--- config.mk ---
export PLATFORM = sky130hd
export DESIGN_NAME = paged_object_pool_allocator
export DESIGN_NICKNAME = d
export VERILOG_FILES = /design/src/rtl/core/popa_pkg.sv /design/src/rtl/core/paged_object_pool_allocator.sv /design/src/rtl/core/popa_ram.sv
export SDC_FILE = /design/constraint.sdc
export NUM_CORES = 2
export LEC_CHECK = 0
export BUFFER_PORTS_ARGS = -buffer_cell sky130_fd_sc_hd__buf_2
export CAP_MARGIN = 40
export CORE_MARGIN = 2
export CORE_UTILIZATION = 60
export DETAILED_ROUTE_END_ITERATION = 10
export PLACE_DENSITY_LB_ADDON = 0.2
export SLEW_MARGIN = 20
export SYNTH_ARGS = -nofsm -noshare
export SYNTH_HDL_FRONTEND = slang
export SYNTH_HIERARCHICAL = 1
export SYNTH_SLANG_ARGS = --single-unit
--- constraint.sdc ---
create_clock -name clock -period 40.2 [get_ports clock]
set_input_delay 6.03 -clock clock [delete_from_list [all_inputs] [get_ports clock]]
set_output_delay 6.03 -clock clock [all_outputs]
set_load 0.02 [all_outputs]
--- src/rtl/core/popa_pkg.sv ---
// Package for the paged object pool allocator: field widths, status codes,
// object state codes and configuration register indexes.
// No dependencies.
`timescale 1ns / 1ps

package popa_pkg;

   // Stream payload layout.
   localparam int PAGE_FIELD_W  = 4;
   localparam int SLOT_FIELD_W  = 4;
   localparam int COUNT_FIELD_W = 9;
   localparam int PAGES_FIELD_W = 5;
   localparam int TOTAL_W       = 32;

   localparam int REQ_DATA_W = PAGE_FIELD_W + SLOT_FIELD_W;
   localparam int REQ_USER_W = 1;
   localparam int RSP_DATA_W = PAGE_FIELD_W + SLOT_FIELD_W + 3 * COUNT_FIELD_W
                               + PAGES_FIELD_W + 2 * TOTAL_W;
   localparam int RSP_USER_W = 2;

   // Bit offsets of the response fields inside rsp_tdata.
   localparam int RSP_IN_USE_LSB = PAGE_FIELD_W + SLOT_FIELD_W;
   localparam int RSP_PEAK_LSB   = RSP_IN_USE_LSB + 2 * COUNT_FIELD_W + PAGES_FIELD_W;

   localparam int CSR_INDEX_W = 2;
   localparam int CSR_DATA_W  = 5;

   typedef logic [RSP_USER_W-1:0] status_type;
   localparam status_type STATUS_OK            = 2'd0;
   localparam status_type STATUS_NO_MEMORY     = 2'd1;
   localparam status_type STATUS_MULTIPLE_FREE = 2'd2;
   localparam status_type STATUS_BAD_ADDRESS   = 2'd3;

   typedef logic [1:0] obj_state_type;
   localparam obj_state_type OBJ_NONE = 2'd0;
   localparam obj_state_type OBJ_FREE = 2'd1;
   localparam obj_state_type OBJ_USED = 2'd2;

   localparam logic FUNC_ALLOC = 1'b0;
   localparam logic FUNC_FREE  = 1'b1;

   typedef logic [CSR_INDEX_W-1:0] csr_index_type;
   localparam csr_index_type REG_OBJECTS_PER_PAGE = 2'd0;
   localparam csr_index_type REG_MAX_PAGES        = 2'd1;

   localparam logic [CSR_DATA_W-1:0] OBJECTS_PER_PAGE_RESET = 5'd16;
   localparam logic [CSR_DATA_W-1:0] MAX_PAGES_RESET        = 5'd0;

endpackage

--- src/rtl/core/paged_object_pool_allocator.sv ---
// Top level of the paged object pool allocator: control sequencer, counters
// and result register. Uses popa_pkg and two popa_ram instances.
`timescale 1ns / 1ps

// Usage:
// The req channel carries one operation per item: tuser selects allocate or
// free, tdata names the page and slot to free. Every item gives exactly one
// item on the rsp channel with a status code in tuser and the granted object
// plus pool statistics in tdata.
// The csr channel writes objects_per_page (index 0) and max_pages (index 1);
// it is always ready and should only be used while no item is in flight.
// Sequence: an item is read from the stack and status memories in the cycle
// it is accepted and completes in S_EXEC once the output register is free,
// which then holds its result. A new item is taken only after the last one
// has completed. An allocate that finds the free stack empty builds a new
// page, walking all SLOTS_MAX slots of that page through the status memory
// one per cycle; the last slot waits for the output register to free up.
// Reset clears the counters and the page count. No memory clearing pass is
// run: a status entry counts only once its page has been built.
// When the receiver stalls, the result stays in the output register, the
// next item is still accepted, and it waits for the register to free up
// before it completes.
module paged_object_pool_allocator #(
   parameter int PAGE_LIMIT = 16,
   parameter int SLOTS_MAX  = 16
) (
   input  logic                                 clock,
   input  logic                                 reset,
   input  logic                                 req_tvalid,
   output logic                                 req_tready,
   // [3:0] free_page, [7:4] free_slot
   input  logic [popa_pkg::REQ_DATA_W-1:0]      req_tdata,
   // [0] func
   input  logic [popa_pkg::REQ_USER_W-1:0]      req_tuser,
   output logic                                 rsp_tvalid,
   input  logic                                 rsp_tready,
   // [3:0] granted_page, [7:4] granted_slot, [16:8] in_use_count,
   // [25:17] free_count, [30:26] pages_in_use, [39:31] peak_in_use,
   // [71:40] allocation_total, [103:72] release_total
   output logic [popa_pkg::RSP_DATA_W-1:0]      rsp_tdata,
   // [1:0] status
   output logic [popa_pkg::RSP_USER_W-1:0]      rsp_tuser,
   input  logic                                 csr_valid,
   output logic                                 csr_ready,
   input  logic [popa_pkg::CSR_INDEX_W-1:0]     csr_index,
   input  logic [popa_pkg::CSR_DATA_W-1:0]      csr_wdata
);
   import popa_pkg::*;

   localparam int PW   = (PAGE_LIMIT > 1) ? $clog2(PAGE_LIMIT) : 1;
   localparam int SW   = (SLOTS_MAX > 1) ? $clog2(SLOTS_MAX) : 1;
   localparam int POOL = PAGE_LIMIT * SLOTS_MAX;
   localparam int SAW  = (POOL > 1) ? $clog2(POOL) : 1;
   localparam int MAW  = PW + SW;
   localparam int MDEPTH = 1 << MAW;
   localparam int CW   = $clog2(POOL + 1);
   localparam int PCW  = $clog2(PAGE_LIMIT + 1);
   localparam int SCW  = $clog2(SLOTS_MAX + 1);
   localparam int LMW  = CSR_DATA_W + SCW;

   localparam logic [1:0] S_IDLE = 2'd0;
   localparam logic [1:0] S_EXEC = 2'd1;
   localparam logic [1:0] S_FILL = 2'd2;

   logic [1:0]              state_ff, state_in;
   logic                    func_ff, func_in;
   logic [PAGE_FIELD_W-1:0] page_ff, page_in;
   logic [SLOT_FIELD_W-1:0] slot_ff, slot_in;
   logic [SW-1:0]           fill_ff, fill_in;
   logic [CSR_DATA_W-1:0]   opp_ff, opp_in;
   logic [CSR_DATA_W-1:0]   maxp_ff, maxp_in;
   logic [CW-1:0]           free_top_ff, free_top_in;
   logic [PCW-1:0]          page_count_ff, page_count_in;
   logic [CW-1:0]           in_use_ff, in_use_in;
   logic [CW-1:0]           peak_ff, peak_in;
   logic [TOTAL_W-1:0]      alloc_ff, alloc_in;
   logic [TOTAL_W-1:0]      release_ff, release_in;
   logic                    rsp_tvalid_ff, rsp_tvalid_in;
   logic [RSP_DATA_W-1:0]   rsp_tdata_ff, rsp_tdata_in;
   status_type              rsp_tuser_ff, rsp_tuser_in;

   logic                    req_fire;
   logic                    out_free;
   logic [SCW-1:0]          slots_eff;
   logic [SCW-1:0]          last_slot;
   logic [LMW-1:0]          limit;
   logic                    stack_empty;
   logic                    no_memory;
   logic                    free_in_range;
   logic                    page_built;
   logic                    fill_last;
   logic [PW-1:0]           build_page;

   logic                    stack_we;
   logic [SAW-1:0]          stack_waddr;
   logic [MAW-1:0]          stack_wdata;
   logic [SAW-1:0]          stack_raddr;
   logic [MAW-1:0]          stack_rd;
   logic                    stat_we;
   logic [MAW-1:0]          stat_waddr;
   obj_state_type           stat_wdata;
   logic [MAW-1:0]          stat_raddr;
   obj_state_type           stat_rd;

   logic                    rsp_load;
   status_type              rsp_status;
   logic                    grant;
   logic [PW-1:0]           gpage;
   logic [SW-1:0]           gslot;

   // Free stack holds {page, slot} of each free object.
   popa_ram #(.WIDTH(MAW), .DEPTH(POOL)) u_stack (
      .clock   (clock),
      .wr_en   (stack_we),
      .wr_addr (stack_waddr),
      .wr_data (stack_wdata),
      .rd_en   (req_fire),
      .rd_addr (stack_raddr),
      .rd_data (stack_rd)
   );

   // Object status, addressed by {page, slot}.
   popa_ram #(.WIDTH(2), .DEPTH(MDEPTH)) u_status (
      .clock   (clock),
      .wr_en   (stat_we),
      .wr_addr (stat_waddr),
      .wr_data (stat_wdata),
      .rd_en   (req_fire),
      .rd_addr (stat_raddr),
      .rd_data (stat_rd)
   );

   assign req_tready = (state_ff == S_IDLE);
   assign req_fire   = req_tvalid && req_tready;
   assign out_free   = !rsp_tvalid_ff || rsp_tready;
   assign csr_ready  = 1'b1;

   assign stack_raddr = SAW'(free_top_ff - CW'(1));
   assign stat_raddr  = {PW'(req_tdata[PAGE_FIELD_W-1:0]),
                         SW'(req_tdata[PAGE_FIELD_W +: SLOT_FIELD_W])};

   always_comb begin
      if (opp_ff == '0) begin
         slots_eff = SCW'(1);
      end else if (32'(opp_ff) > SLOTS_MAX) begin
         slots_eff = SCW'(SLOTS_MAX);
      end else begin
         slots_eff = SCW'(opp_ff);
      end
   end

   assign last_slot   = slots_eff - SCW'(1);
   assign limit       = LMW'(maxp_ff) * LMW'(slots_eff);
   assign stack_empty = (free_top_ff == '0);
   assign no_memory   = ((maxp_ff != '0) && (32'(in_use_ff) >= 32'(limit)))
                        || (stack_empty && (32'(page_count_ff) >= PAGE_LIMIT));
   assign free_in_range = (32'(page_ff) < PAGE_LIMIT) && (32'(slot_ff) < SLOTS_MAX);
   assign page_built    = (32'(page_ff) < 32'(page_count_ff));
   assign fill_last     = (fill_ff == SW'(SLOTS_MAX - 1));
   assign build_page    = PW'(page_count_ff);

   always_comb begin
      state_in      = state_ff;
      func_in       = func_ff;
      page_in       = page_ff;
      slot_in       = slot_ff;
      fill_in       = fill_ff;
      opp_in        = opp_ff;
      maxp_in       = maxp_ff;
      free_top_in   = free_top_ff;
      page_count_in = page_count_ff;
      in_use_in     = in_use_ff;
      peak_in       = peak_ff;
      alloc_in      = alloc_ff;
      release_in    = release_ff;
      rsp_tvalid_in = rsp_tvalid_ff;
      rsp_tdata_in  = rsp_tdata_ff;
      rsp_tuser_in  = rsp_tuser_ff;
      stack_we      = 1'b0;
      stack_waddr   = '0;
      stack_wdata   = '0;
      stat_we       = 1'b0;
      stat_waddr    = '0;
      stat_wdata    = OBJ_NONE;
      rsp_load      = 1'b0;
      rsp_status    = STATUS_OK;
      grant         = 1'b0;
      gpage         = '0;
      gslot         = '0;

      unique case (state_ff)
         S_IDLE: begin
            if (req_fire) begin
               func_in  = req_tuser[0];
               page_in  = req_tdata[PAGE_FIELD_W-1:0];
               slot_in  = req_tdata[PAGE_FIELD_W +: SLOT_FIELD_W];
               state_in = S_EXEC;
            end
         end
         S_EXEC: begin
            if (out_free) begin
               state_in = S_IDLE;
               rsp_load = 1'b1;
               if (func_ff == FUNC_ALLOC) begin
                  if (no_memory) begin
                     rsp_status = STATUS_NO_MEMORY;
                  end else if (stack_empty) begin
                     rsp_load = 1'b0;
                     state_in = S_FILL;
                     fill_in  = '0;
                  end else begin
                     free_top_in = free_top_ff - CW'(1);
                     stat_we     = 1'b1;
                     stat_waddr  = stack_rd;
                     stat_wdata  = OBJ_USED;
                     grant       = 1'b1;
                     gpage       = stack_rd[SW +: PW];
                     gslot       = stack_rd[SW-1:0];
                  end
               end else begin
                  // An object on a page not yet built has never been provisioned.
                  if (!free_in_range || !page_built) begin
                     rsp_status = STATUS_BAD_ADDRESS;
                  end else if (stat_rd == OBJ_FREE) begin
                     rsp_status = STATUS_MULTIPLE_FREE;
                  end else if (stat_rd != OBJ_USED) begin
                     rsp_status = STATUS_BAD_ADDRESS;
                  end else begin
                     stack_we    = 1'b1;
                     stack_waddr = SAW'(free_top_ff);
                     stack_wdata = {PW'(page_ff), SW'(slot_ff)};
                     stat_we     = 1'b1;
                     stat_waddr  = {PW'(page_ff), SW'(slot_ff)};
                     stat_wdata  = OBJ_FREE;
                     free_top_in = free_top_ff + CW'(1);
                     if (in_use_ff != '0) begin
                        in_use_in = in_use_ff - CW'(1);
                     end
                     release_in = release_ff + TOTAL_W'(1);
                  end
               end
            end
         end
         S_FILL: begin
            // Every slot of the new page is written so that stale status from
            // before reset never shows. The last slot within objects_per_page is
            // handed out at once, so it is marked used and never pushed.
            if (!fill_last || out_free) begin
               stat_we    = 1'b1;
               stat_waddr = {build_page, fill_ff};
               if (32'(fill_ff) < 32'(last_slot)) begin
                  stat_wdata  = OBJ_FREE;
                  stack_we    = 1'b1;
                  stack_waddr = SAW'(fill_ff);
                  stack_wdata = {build_page, fill_ff};
               end else if (32'(fill_ff) == 32'(last_slot)) begin
                  stat_wdata = OBJ_USED;
               end else begin
                  stat_wdata = OBJ_NONE;
               end
               if (fill_last) begin
                  free_top_in   = CW'(last_slot);
                  page_count_in = page_count_ff + PCW'(1);
                  grant         = 1'b1;
                  gpage         = build_page;
                  gslot         = SW'(last_slot);
                  rsp_load      = 1'b1;
                  state_in      = S_IDLE;
               end else begin
                  fill_in = fill_ff + SW'(1);
               end
            end
         end
         default: begin
            state_in = S_IDLE;
         end
      endcase

      if (grant) begin
         in_use_in = in_use_ff + CW'(1);
         if (in_use_in > peak_ff) begin
            peak_in = in_use_in;
         end
         alloc_in = alloc_ff + TOTAL_W'(1);
      end

      if (rsp_load) begin
         rsp_tvalid_in = 1'b1;
         rsp_tuser_in  = rsp_status;
         rsp_tdata_in  = {release_in,
                          alloc_in,
                          COUNT_FIELD_W'(peak_in),
                          PAGES_FIELD_W'(page_count_in),
                          COUNT_FIELD_W'(free_top_in),
                          COUNT_FIELD_W'(in_use_in),
                          SLOT_FIELD_W'(gslot),
                          PAGE_FIELD_W'(gpage)};
      end else if (rsp_tready) begin
         rsp_tvalid_in = 1'b0;
      end

      if (csr_valid) begin
         unique case (csr_index)
            REG_OBJECTS_PER_PAGE: opp_in  = csr_wdata;
            REG_MAX_PAGES:        maxp_in = csr_wdata;
            default: ;
         endcase
      end
   end

   always_ff @(posedge clock) begin
      if (reset) begin
         state_ff      <= S_IDLE;
         opp_ff        <= OBJECTS_PER_PAGE_RESET;
         maxp_ff       <= MAX_PAGES_RESET;
         free_top_ff   <= '0;
         page_count_ff <= '0;
         in_use_ff     <= '0;
         peak_ff       <= '0;
         alloc_ff      <= '0;
         release_ff    <= '0;
         rsp_tvalid_ff <= 1'b0;
      end else begin
         state_ff      <= state_in;
         opp_ff        <= opp_in;
         maxp_ff       <= maxp_in;
         free_top_ff   <= free_top_in;
         page_count_ff <= page_count_in;
         in_use_ff     <= in_use_in;
         peak_ff       <= peak_in;
         alloc_ff      <= alloc_in;
         release_ff    <= release_in;
         rsp_tvalid_ff <= rsp_tvalid_in;
      end
   end

   always_ff @(posedge clock) begin
      func_ff      <= func_in;
      page_ff      <= page_in;
      slot_ff      <= slot_in;
      fill_ff      <= fill_in;
      rsp_tdata_ff <= rsp_tdata_in;
      rsp_tuser_ff <= rsp_tuser_in;
   end

   assign rsp_tvalid = rsp_tvalid_ff;
   assign rsp_tdata  = rsp_tdata_ff;
   assign rsp_tuser  = rsp_tuser_ff;

endmodule

--- src/rtl/core/popa_ram.sv ---
// Simple dual-port synchronous RAM: one write port, one read port with a
// registered read, taken while rd_en is high. No dependencies.
`timescale 1ns / 1ps

module popa_ram #(
   parameter int WIDTH = 8,
   parameter int DEPTH = 256
) (
   input  logic                                      clock,
   input  logic                                      wr_en,
   input  logic [$clog2(DEPTH > 1 ? DEPTH : 2)-1:0]  wr_addr,
   input  logic [WIDTH-1:0]                          wr_data,
   input  logic                                      rd_en,
   input  logic [$clog2(DEPTH > 1 ? DEPTH : 2)-1:0]  rd_addr,
   output logic [WIDTH-1:0]                          rd_data
);

   logic [WIDTH-1:0] mem [DEPTH];
   logic [WIDTH-1:0] rd_data_ff;

   always_ff @(posedge clock) begin
      if (wr_en) begin
         mem[wr_addr] <= wr_data;
      end
      if (rd_en) begin
         rd_data_ff <= mem[rd_addr];
      end
   end

   assign rd_data = rd_data_ff;

endmodule

==> results.cfg <==
[critical_path]
crit_path_end_kind = flip-flop
cp-start-kind = input port
path_common_cell = buf_4
cpPeakStageDelay_ns = 0.79
cp_cell_sequence = buf_2, nand2b_1, and2_1, and3_1, nand2_1, a21boi_0, buf_4, nor2b_1, nand4_1, buf_4, nor2_1
reg2reg_to = u_status/mem[224][1]
slowest_stage = nand4_1
crit_arrival_ns = 11.05
worst-setup-path-type = in2reg
worstRegToRegCells = 25
reg2reg_from = opp_ff[4]
reg2reg_slack_ns = 32.16
cp_max_fo = 21
cp.required_ns = 40.74

[yosys]
netlist-cell-type-count = 101
ys_warn_count = 6
netlist_instances = 6160
syn_area_per_cell_um2 = 18.3
async_flop_share = 0
synth_seq_area_share = 0.734
yosys_most_used_dff = edfxtp_1
ys_seq_elements = 2798
syn_nets = 6251
syn_area_um2 = 113000
synth_edf_count = 2689

[finish]
nets = 6475
syn_to_final_growth_pct = 11.3
final_layout_size_suffix_gt1_frac = 0.203

[hold_path]
hold_depth = 2
hold_start = alloc_ff[16]
whs_endpoint = alloc_ff[16]
hp-class = reg2reg

[grt]
grt_pass1_wl_um = 400000
grt.total_usage = 0.283
grt_pass1_vias = 59200
overflow = 0
antenna_found_initial = 10
grt_max_degree = 198

[clock_network]
cts_tree = yes
post_cts_resized = 0
clk_latency_ns = 0.93
clockBufferDepth = 4
cts_buffers = 292
cts_hold_buf = 0
cts_root_buf = clkbuf_16
cts.reportedPaths.clkPinSlew_ns = 0.06
post_cts_buffers = 0
h-tree-depth = 5
cts.sinks = 2798

[die]
ios = 130
fp.dieW_um = 438
initial_core_util = 0.603
die-area_um2 = 192000
fp.dieH_um = 438
rows = 159
core_um2 = 187000

[sta]
hold_viol = 0
setup_ws_ns = 29.69
rsz0062_at_grt = false
period_share = 0.261
worst_pin_slew_ns = 1.18
finalCriticalPeriod_ns = 10.51
clock_skew_ns = 0.0511
relSlewSlack = 0.213
clock.fmax_ghz = 0.0951
setup_viol = 0
setup_tns_ns = 0
slew_violations = 0

[place]
port-buffer-count = 128
gp_congestion = 0.895
place_ws_ns = 29.10
place.detailed.hpwl_um = 164000

[flow_run]
maxCapViolCount = 0

[routing]
vias = 60700
dr.pass1.iters = 8
drcViolationCount = 0
wire_per_inst_um = 29.9
wl_um = 272000
drt_iter0_drc = 7839
viasPerCell = 6.68
antenna_left = 0

[power_and_ir_drop]
p_total_mw = 5.83
power_switching_mw = 1.14
power_frac_seq = 0.542
pwr-share-comb = 0.016
internal_power_mw = 4.69
switching_share = 0.196
power_leakage_nw = 37.3
p_per_area_nw_per_um2 = 46.4
p_clk_frac = 0.442
ir_drop_uv = 45.8

[status]
status = completed
layout make-up:
cell class | count | area [µm²]
Timing Repair Buffer | 308 | 2620
Multi-Input combinational cell | 2924 | 27700
Sequential cell | 2798 | 82900
Fill cell | 12100 | 61700
Tap cell | 2495 | 3120
Clock buffer | 345 | 7650
Clock inverter | 159 | 1400
Antenna cell | 3 | 7.51
Inverter | 60 | 243
routing by layer:
metal,vias up,wire [µm],global-route usage,share of wire
met2,3698,128000,0.437,0.47
met1,31100,105000,0.409,0.39
met3,550,29000,0.0629,0.11
met5,-,32,0,0.00012
li1,25400,-,-,-
met4,6,9090,0.0912,0.033
per-stage QoR:
step | instance area [µm²] | instances | util | hold WS (ns)
floorplan | 113000 | 6160 | - | 0.449
global placement | 116000 | 8505 | 0.616 | 0.464
detailed placement | 116000 | 8557 | 0.620 | 0.487
CTS | 125000 | 9061 | 0.669 | 0.497
global route | 126000 | 9090 | 0.671 | 0.522
finish | 126000 | 9092 | 0.671 | 0.503
synth_stat cells, types with 11 or more instances:
cell type	instances	area, µm²
buf_12	16	320
a22oi_1	142	1070
buf_4	33	248
mux2_2	20	225
or2_2	11	68.8
nand2b_1	15	93.8
buf_1	26	97.6
mux4_2	536	12100
o221ai_1	62	543
nand4_1	46	288
o31ai_1	19	143
buf_2	47	235
a21oi_1	162	811
a221oi_1	21	184
o21ai_0	48	240
mux2i_1	209	2090
o211ai_1	16	120
nor3_1	58	290
a211oi_1	35	263
o22ai_1	37	231
nand3_1	105	526
buf_8	15	225
dfxtp_1	109	2180
nand2_1	181	679
mux4_1	22	578
o21ai_1	11	55.1
or4_1	16	120
nor2_1	619	2320
xnor2_1	38	333
buf_6	31	349
inv_1	57	214
edfxtp_1	2689	80700
nor4_1	29	181
ha_1	61	763
a31oi_1	13	81.3
xor2_1	31	272
nor2b_1	105	657
a22o_1	26	228
or3_1	17	106
clkbuf_1	207	777
and2_1	38	238
and3_1	27	169
cells by family (layout without fill, tap and decap cells):
group                    after synthesis  in the layout  share of synthesized area
buffers and inverters                438            872                     0.0222
AND/OR/NAND/NOR                     1310           1310                     0.0543
adder cells (fa/ha/maj)               70             70                    0.00835
multiplexers                         787            787                      0.133
other                                  1              4                  0.0000332
flip-flops                          2798           2798                      0.734
XOR/XNOR                              70             70                    0.00549
AO/OA/AOI/OAI                        686            686                     0.0429
worst max path at each step:
stage,start,end,slack (ns),cells after the start
2_1_floorplan,rsp_tready,u_stack/mem[0][0],20.70,7
3_3_place_gp,rsp_tready,u_stack/mem[86][0],28.97,10
3_5_place_dp,rsp_tready,u_stack/mem[59][3],29.10,11
4_1_cts,rsp_tready,u_stack/mem[59][5],29.92,11
5_1_grt,rsp_tready,u_stack/mem[59][0],29.47,11
6_report,rsp_tready,u_stack/mem[139][3],29.69,11
power by group through the flow:
stage | Combinational, mW | Sequential [mW] | Clock [mW]
2_1_floorplan | 0.0604 | 3.23 | 0
3_3_place_gp | 0.0885 | 3.22 | 0
3_5_place_dp | 0.0911 | 3.22 | 0
4_1_cts | 0.0916 | 3.16 | 2.61
5_1_grt | 0.0982 | 3.16 | 2.72
6_report | 0.0927 | 3.16 | 2.58
worst max-delay path: cells and delay by family:
family                 cells  cell delay [ns]
and+or+nand+nor            7             3.61
buffers and inverters      3             0.90
AOI/OAI and AO/OA          1             0.49
state kept, by name, summed over array words and instances, names as in the netlist, 4 cells and up:
name,cells
u_stack/mem,2048
u_status/mem,512
rsp_tdata,104
alloc_ff,32
release_ff,32
free_top_ff,9
in_use_ff,9
peak_ff,9
u_stack/rd_data,8
maxp_ff,5
opp_ff,5
page_count_ff,5
fill_ff,4
page_ff,4
slot_ff,4
layout by cell type (no fill, tap or decap), types with 29 or more instances in the layout:
cell type	n
nand4_1	46
inv_1	53
o221ai_1	62
o22ai_1	37
buf_4	109
nor3_1	58
clkbuf_16	295
a22oi_1	142
o21ai_0	48
xnor2_1	36
mux4_2	536
clkinv_2	48
nor2b_1	97
and2_1	37
a211oi_1	35
edfxtp_1	2689
nor2_1	616
clkbuf_1	43
xor2_1	29
ha_1	61
buf_2	136
nand2_1	181
a21oi_1	162
clkinv_1	57
dfxtp_1	109
mux2i_1	209
nand3_1	105
(Power assumes the default switching activity.)
